==> src/sv/hres_pkg.sv <==
// Shared constants and codes for the explicit heat rod step block.
package hres_pkg;

  localparam int CELLS_DEFAULT = 32;
  localparam int TEMP_W        = 16;
  localparam int ALPHA_W       = 16;
  localparam int REG_IDX_W     = 2;
  localparam int CELL_IDX_W    = 6;

  localparam logic signed [TEMP_W-1:0] LEFT_RESET    = 16'sd25600;
  localparam logic signed [TEMP_W-1:0] RIGHT_RESET   = 16'sd6400;
  localparam logic signed [TEMP_W-1:0] INIT_RESET    = 16'sd6400;
  localparam logic        [ALPHA_W-1:0] ALPHA_RESET  = 16'd6554;

  typedef enum logic [REG_IDX_W-1:0] {
    REG_LEFT_BOUNDARY  = 2'd0,
    REG_RIGHT_BOUNDARY = 2'd1,
    REG_INITIAL_TEMP   = 2'd2,
    REG_ALPHA          = 2'd3
  } reg_idx_t;

  typedef enum logic {
    KIND_INIT = 1'b0,
    KIND_STEP = 1'b1
  } kind_t;

endpackage

==> src/sv/heat_rod_explicit_step_top.sv <==
// Top level of the explicit heat rod step block: cell memory, sequencer and report port.
//
// The cell temperatures live in one single-port-write memory with a registered read.
// An init item writes initial_temp into every cell, one cell per cycle. A step item
// sweeps the memory once, one read per cycle, and writes each updated cell once its
// right neighbor's read has passed the read data register and the update pipeline's
// product register. With report set, the cells then stream out after either item at one
// transfer per cycle when the output is not stalled. The block takes one item at a time
// and holds the input stalled until it is back in idle.
// Configuration writes take effect at once and belong between items.
module heat_rod_explicit_step_top import hres_pkg::*; #(
  parameter int CELLS = CELLS_DEFAULT
) (
  input  logic                        clk,
  input  logic                        rst,
  input  logic                        cfg_we,
  input  logic [REG_IDX_W-1:0]        cfg_index,
  input  logic [TEMP_W-1:0]           cfg_data,
  input  logic                        in_valid,
  output logic                        in_stall,
  input  logic                        kind,
  input  logic                        report,
  output logic                        out_valid,
  input  logic                        out_stall,
  output logic [CELL_IDX_W-1:0]       cell_index,
  output logic signed [TEMP_W-1:0]    temperature,
  output logic                        last
);

  localparam int IDX_W = $clog2(CELLS);
  localparam int CNT_W = $clog2(CELLS + 1);

  typedef enum logic [4:0] {
    ST_IDLE   = 5'b00001,
    ST_INIT   = 5'b00010,
    ST_STEP   = 5'b00100,
    ST_DRAIN  = 5'b01000,
    ST_REPORT = 5'b10000
  } state_t;

  state_t state;
  state_t state_next;

  logic signed [TEMP_W-1:0] left_boundary;
  logic signed [TEMP_W-1:0] right_boundary;
  logic signed [TEMP_W-1:0] initial_temp;
  logic [ALPHA_W-1:0]       alpha;

  logic signed [TEMP_W-1:0] mem [CELLS];
  logic signed [TEMP_W-1:0] rd_data;
  logic                     rd_en;
  logic                     mem_we;
  logic [IDX_W-1:0]         mem_waddr;
  logic signed [TEMP_W-1:0] mem_wdata;

  logic [CNT_W-1:0]         cnt;
  logic                     rep;
  logic                     cnt_live;

  logic                     arr_valid;
  logic [CNT_W-1:0]         arr_idx;
  logic signed [TEMP_W-1:0] win_l;
  logic signed [TEMP_W-1:0] win_c;

  logic                     cmp_valid;
  logic [IDX_W-1:0]         cmp_idx;
  logic signed [TEMP_W-1:0] cmp_left;
  logic signed [TEMP_W-1:0] cmp_right;
  logic                     upd_valid;
  logic [IDX_W-1:0]         upd_idx;
  logic signed [TEMP_W-1:0] upd_data;

  logic                     pending;
  logic [IDX_W-1:0]         pend_idx;
  logic                     move;
  logic                     accept;

  // configuration registers
  always_ff @(posedge clk) begin
    if (rst) begin
      left_boundary  <= LEFT_RESET;
      right_boundary <= RIGHT_RESET;
      initial_temp   <= INIT_RESET;
      alpha          <= ALPHA_RESET;
    end else if (cfg_we) begin
      unique case (reg_idx_t'(cfg_index))
        REG_LEFT_BOUNDARY:  left_boundary  <= cfg_data;
        REG_RIGHT_BOUNDARY: right_boundary <= cfg_data;
        REG_INITIAL_TEMP:   initial_temp   <= cfg_data;
        REG_ALPHA:          alpha          <= cfg_data;
        default: ;
      endcase
    end
  end

  assign in_stall = (state != ST_IDLE);
  assign accept   = in_valid && !in_stall;
  assign cnt_live = (cnt < CNT_W'(CELLS));
  assign move     = pending && (!out_valid || !out_stall);

  always_comb begin
    rd_en = 1'b0;
    unique case (state)
      ST_STEP:   rd_en = cnt_live;
      ST_REPORT: rd_en = cnt_live && (!pending || move);
      default:   rd_en = 1'b0;
    endcase
  end

  // memory write port: init sweep or update pipeline
  always_comb begin
    if (state == ST_INIT) begin
      mem_we    = 1'b1;
      mem_waddr = cnt[IDX_W-1:0];
      mem_wdata = initial_temp;
    end else begin
      mem_we    = upd_valid;
      mem_waddr = upd_idx;
      mem_wdata = upd_data;
    end
  end

  always_ff @(posedge clk) begin
    if (mem_we) begin
      mem[mem_waddr] <= mem_wdata;
    end
  end

  always_ff @(posedge clk) begin
    if (rd_en) begin
      rd_data <= mem[cnt[IDX_W-1:0]];
    end
  end

  always_comb begin
    state_next = state;
    unique case (state)
      ST_IDLE: begin
        if (accept) begin
          state_next = (kind_t'(kind) == KIND_INIT) ? ST_INIT : ST_STEP;
        end
      end
      ST_INIT: begin
        if (cnt == CNT_W'(CELLS - 1)) begin
          state_next = rep ? ST_REPORT : ST_IDLE;
        end
      end
      ST_STEP: begin
        if (cnt == CNT_W'(CELLS)) begin
          state_next = ST_DRAIN;
        end
      end
      ST_DRAIN: begin
        if (!arr_valid && !upd_valid) begin
          state_next = rep ? ST_REPORT : ST_IDLE;
        end
      end
      ST_REPORT: begin
        if (!cnt_live && !pending) begin
          state_next = ST_IDLE;
        end
      end
      default: state_next = ST_IDLE;
    endcase
  end

  always_ff @(posedge clk) begin
    if (rst) begin
      state     <= ST_IDLE;
      cnt       <= '0;
      rep       <= 1'b0;
      arr_valid <= 1'b0;
      pending   <= 1'b0;
    end else begin
      state     <= state_next;
      arr_valid <= (state == ST_STEP);
      if (accept) begin
        rep <= report;
      end
      if (state_next != state) begin
        cnt <= '0;
      end else if (state == ST_INIT || state == ST_STEP || rd_en) begin
        cnt <= cnt + CNT_W'(1);
      end
      if (rd_en && state == ST_REPORT) begin
        pending <= 1'b1;
      end else if (move) begin
        pending <= 1'b0;
      end
    end
    arr_idx <= cnt;
    if (rd_en) begin
      pend_idx <= cnt[IDX_W-1:0];
    end
  end

  // neighbor window over the old values
  always_ff @(posedge clk) begin
    if (arr_valid && arr_idx < CNT_W'(CELLS)) begin
      win_l <= win_c;
      win_c <= rd_data;
    end
  end

  assign cmp_valid = arr_valid && (arr_idx != '0);
  assign cmp_idx   = IDX_W'(arr_idx - CNT_W'(1));
  assign cmp_left  = (arr_idx == CNT_W'(1)) ? left_boundary : win_l;
  assign cmp_right = (arr_idx == CNT_W'(CELLS)) ? right_boundary : rd_data;

  hres_update #(
    .IDX_W (IDX_W)
  ) u_update (
    .clk       (clk),
    .rst       (rst),
    .cmp_valid (cmp_valid),
    .cmp_idx   (cmp_idx),
    .left      (cmp_left),
    .centre    (win_c),
    .right     (cmp_right),
    .alpha     (alpha),
    .wr_valid  (upd_valid),
    .wr_idx    (upd_idx),
    .wr_data   (upd_data)
  );

  // output register
  always_ff @(posedge clk) begin
    if (rst) begin
      out_valid <= 1'b0;
    end else if (move) begin
      out_valid <= 1'b1;
    end else if (!out_stall) begin
      out_valid <= 1'b0;
    end
    if (move) begin
      cell_index  <= CELL_IDX_W'(pend_idx);
      temperature <= rd_data;
      last        <= (pend_idx == IDX_W'(CELLS - 1));
    end
  end

endmodule

==> src/sv/hres_update.sv <==
// Cell update pipeline: laplacian times alpha, round half up, saturating add.
module hres_update import hres_pkg::*; #(
  parameter int IDX_W = $clog2(CELLS_DEFAULT)
) (
  input  logic                      clk,
  input  logic                      rst,
  input  logic                      cmp_valid,
  input  logic [IDX_W-1:0]          cmp_idx,
  input  logic signed [TEMP_W-1:0]  left,
  input  logic signed [TEMP_W-1:0]  centre,
  input  logic signed [TEMP_W-1:0]  right,
  input  logic [ALPHA_W-1:0]        alpha,
  output logic                      wr_valid,
  output logic [IDX_W-1:0]          wr_idx,
  output logic signed [TEMP_W-1:0]  wr_data
);

  localparam int LAP_W  = TEMP_W + 2;
  localparam int PROD_W = LAP_W + ALPHA_W + 1;
  localparam int DEL_W  = PROD_W - 16;
  localparam int SUM_W  = DEL_W + 1;

  logic signed [LAP_W-1:0]  lap;
  logic signed [PROD_W-1:0] prod_next;
  logic signed [PROD_W-1:0] prod;
  logic signed [TEMP_W-1:0] cen;
  logic                     valid;
  logic [IDX_W-1:0]         idx;
  logic signed [PROD_W-1:0] biased;
  logic signed [DEL_W-1:0]  delta;
  logic signed [SUM_W-1:0]  sum;

  assign lap = LAP_W'(left) - (LAP_W'(centre) <<< 1) + LAP_W'(right);
  assign prod_next = PROD_W'(lap) * PROD_W'($signed({1'b0, alpha}));

  always_ff @(posedge clk) begin
    if (rst) begin
      valid <= 1'b0;
    end else begin
      valid <= cmp_valid;
    end
    prod <= prod_next;
    cen  <= centre;
    idx  <= cmp_idx;
  end

  assign biased = prod + PROD_W'(32768);
  assign delta  = biased[PROD_W-1:16];
  assign sum    = SUM_W'(cen) + SUM_W'(delta);

  always_comb begin
    if (sum > SUM_W'(32767)) begin
      wr_data = 16'sh7FFF;
    end else if (sum < -SUM_W'(32768)) begin
      wr_data = 16'sh8000;
    end else begin
      wr_data = sum[TEMP_W-1:0];
    end
  end

  assign wr_valid = valid;
  assign wr_idx   = idx;

endmodule
==> config.mk <==
export PLATFORM = sky130hd
export DESIGN_NAME = heat_rod_explicit_step_top
export DESIGN_NICKNAME = d
export VERILOG_FILES = /design/src/sv/hres_pkg.sv /design/src/sv/heat_rod_explicit_step_top.sv /design/src/sv/hres_update.sv
export SDC_FILE = /design/constraint.sdc
export NUM_CORES = 2
export LEC_CHECK = 0
export ABC_AREA = 0
export BUFFER_PORTS_ARGS = -buffer_cell sky130_fd_sc_hd__buf_2
export CORE_ASPECT_RATIO = 0.75
export CORE_MARGIN = 4
export CORE_UTILIZATION = 45
export CTS_BUF_LIST = sky130_fd_sc_hd__clkbuf_8
export CTS_CLUSTER_DIAMETER = 200
export DETAILED_ROUTE_END_ITERATION = 8
export PLACE_DENSITY = 0.59
export SKIP_CTS_REPAIR_TIMING = 1
export SYNTH_ARGS = -nofsm -noshare
export SYNTH_HDL_FRONTEND = slang
export SYNTH_SLANG_ARGS = --single-unit
==> constraint.sdc <==
create_clock -name clk -period 12.8 [get_ports clk]
set_input_delay 0.64 -clock clk [delete_from_list [all_inputs] [get_ports clk]]
set_output_delay 0.64 -clock clk [all_outputs]
set_load 0.02 [all_outputs]
==> metrics <==
status=finished, final reports clean; row count=94; R2R Path Start=arr_idx[3]; DR DRC count=0; Critical Path Fanout Max=33; most used cell, CP=fa_1; layout cell share with drive strength beyond 1=16.6%; RSZ-0062 raised after global routing=false; end of the worst hold path=rep; Slowest cell on crit path=ha_1; mean post-synth cell area=13.5 sq um; via density per instance=5.53; first-pass detailed-route iteration total=5; clk sink count=714; CP Launch Point=arr_idx[3]; H-tree depth=3; Core Footprint=88,300 sq um; WP data arrival=11,940 ps; Post-synth EDFFs=587; Port Buffers=48; FF-to-FF setup slack=1480 ps; CTS root buf=clkbuf_8; hold depth=3; TritonCTS clock tree=built; chip height=267 microns; Slowest Stage Delay on Critical Path=880 ps; IO Count=50; grt total ovfl=0; Synth Net Count=3,449; final-report max-slew violation count=0; met2 WL=41.4 mm; measured slew at the worst slew-check pin=1330 ps; crit share post-route=88.4%; Hold/Removal Path Class=input pin to flop; CP startpoint kind=flop; final hold vios=0; WL met1=45.3 mm; Synth Register Bits=714; Cell Pwr Density=262 nW/um^2; reg2reg end=u_update.prod[34]; Clock Latency Late Sink=740 ps; Synth Instances=2,992; largest net degree at the start of global routing=108; leakage=17.0 nW; post-DR wirelength/cell=22.3 microns; most common cell after layout, fill and taps aside=edfxtp_1; Hold Crit Start=report; Crit Path Category=flop to flop; Initial Util=45.6%; first-pass GRT wire length=151 mm; Layout Skew=50.7 ps; Post-DRT Antenna Nets=0; YS warnings=0; post-route cell area=44,300 sq um; Crit. End Element=flop; post-DP HPWL=68.0 mm; Die Wd=354 microns; worst-case clock buffer depth=3; drt initial violations=2,304; post-synthesis sequential area ratio=50.0%; Num CTS Buffers=102; maximum vdd drop=417 uV; Synth Cell Area=40,300 sq um; initial antenna violation count=9; TNS Setup=0 ps; Top Layer Used=met5; metal3 WL=8.18 mm; max frequency=88.3 MHz; Reg clk slew, reported paths=70 ps; Post-DP Area=42,200 sq um; Setup-failing EPs final=0; GRT Util Overall=20.9%; Placer Congestion=0.888; FF-to-FF path depth=32; CP required=13,420 ps; Post-synth ARST share=0%; Syn-to-layout area delta=9.84%; Tmin final=11,320 ps; Synth cell types=81; max_cap viols=0; final WL=97.0 mm; Top FF cell, synth=edfxtp_1; total number of vias=24.1k; most frequent cells in the layout=edfxtp_1, inv_1, fa_1, nand2_1, mux4_2; vias in the first global route=25.0k; final net count=3,530; slew margin rel.=11.4%; die area=94,500 sq um
layout make-up:
type,instances,area (sq um)
diodes,7,17.5
clock buffers,109,1500
clock inverters,74,539
fillers,7534,44000
inverters,398,1490
multi-input cells,1739,18300
flip-flops and latches,714,20200
well taps,1200,1500
repair buffers,118,778
power by group:
| group | internal, mW | switching (mW) | leakage [nW] |
|---|---|---|---|
| sequential | 3.25 | 0.0491 | 6.25 |
| clock | 0.933 | 0.866 | 1.16 |
| combinational | 2.60 | 3.89 | 9.60 |
| total | 6.78 | 4.80 | 17.0 |
critical path: cells and delay by family, from the launching register on:
| kind | cells | cell delay, ps |
|---|---|---|
| AOI/OAI and AO/OA | 7 | 2040 |
| buffers and inverters | 5 | 260 |
| and+or+nand+nor | 10 | 3460 |
| DFF | 1 | 330 |
| adders and majority gates | 9 | 4800 |
| muxes | 1 | 290 |
stage by stage:
stage / power, mW / hold WS, ps / util, % / std cells / setup WS, ps
after floorplan: 8.04 / 329 / - / 2992 / 3580
after global placement: 9.61 / 418 / 47.8 / 4169 / 2140
after detailed placement: 9.80 / 429 / 47.8 / 4169 / 1770
after CTS: 11.6 / 121 / 50.1 / 4352 / 1690
after global routing: 12.6 / 154 / 50.1 / 4354 / 722
final: 11.6 / 186 / 50.1 / 4359 / 1480
cell usage after synthesis, drive strengths merged (31+ instances only):
library cell	count	area, sq um
a21oi	95	498
and2	88	551
clkbuf	113	424
dfxtp	127	2540
edfxtp	587	17600
fa	302	6050
ha	130	1630
inv	398	1490
mux2	31	349
mux2i	36	360
mux4	160	3600
nand2	292	1100
nand2b	34	213
nand3	50	250
nor2	102	383
o21ai	40	204
xnor2	55	482
sequential cells by signal (all words and copies together), names as in the netlist, 5 cells and up:
signal and cells:
state 5, left_boundary 16, rd_data 16, initial_temp 16, u_update.prod 20, u_update.cen 16
cell_index 5, right_boundary 16, u_update.wr_idx 5, alpha 16, mem 512, cnt 6
win_l 16, pend_idx 5, temperature 16, win_c 16, arr_idx 6
logic make-up after synthesis:
kind of cell	share of synthesized area [%]
AOI/OAI and AO/OA	4.44
xor gates and xnor gates	1.69
adders and majority gates	19.1
buffers and inverters	5.12
DFF	50.0
muxes	10.7
other	0.00930
and+or+nand+nor	8.90
worst max-delay path by stage:
stage | slack (ps) | endpoint
2_1_floorplan | 3580 | u_update.prod[28]
3_5_place_dp | 1770 | u_update.prod[34]
5_1_grt | 720 | u_update.prod[34]
3_3_place_gp | 2140 | u_update.prod[34]
4_1_cts | 1690 | u_update.prod[34]
6_report | 1480 | u_update.prod[34]
layer usage:
| metal | GRT usage [%] | vias to the layer above |
|---|---|---|
| met2 | 30.2 | 862 |
| met5 | 0 | - |
| li1 | - | 10627 |
| met3 | 4.85 | 147 |
| met1 | 31.8 | 12451 |
| met4 | 5.75 | 4 |
(Power assumes the default switching activity.)
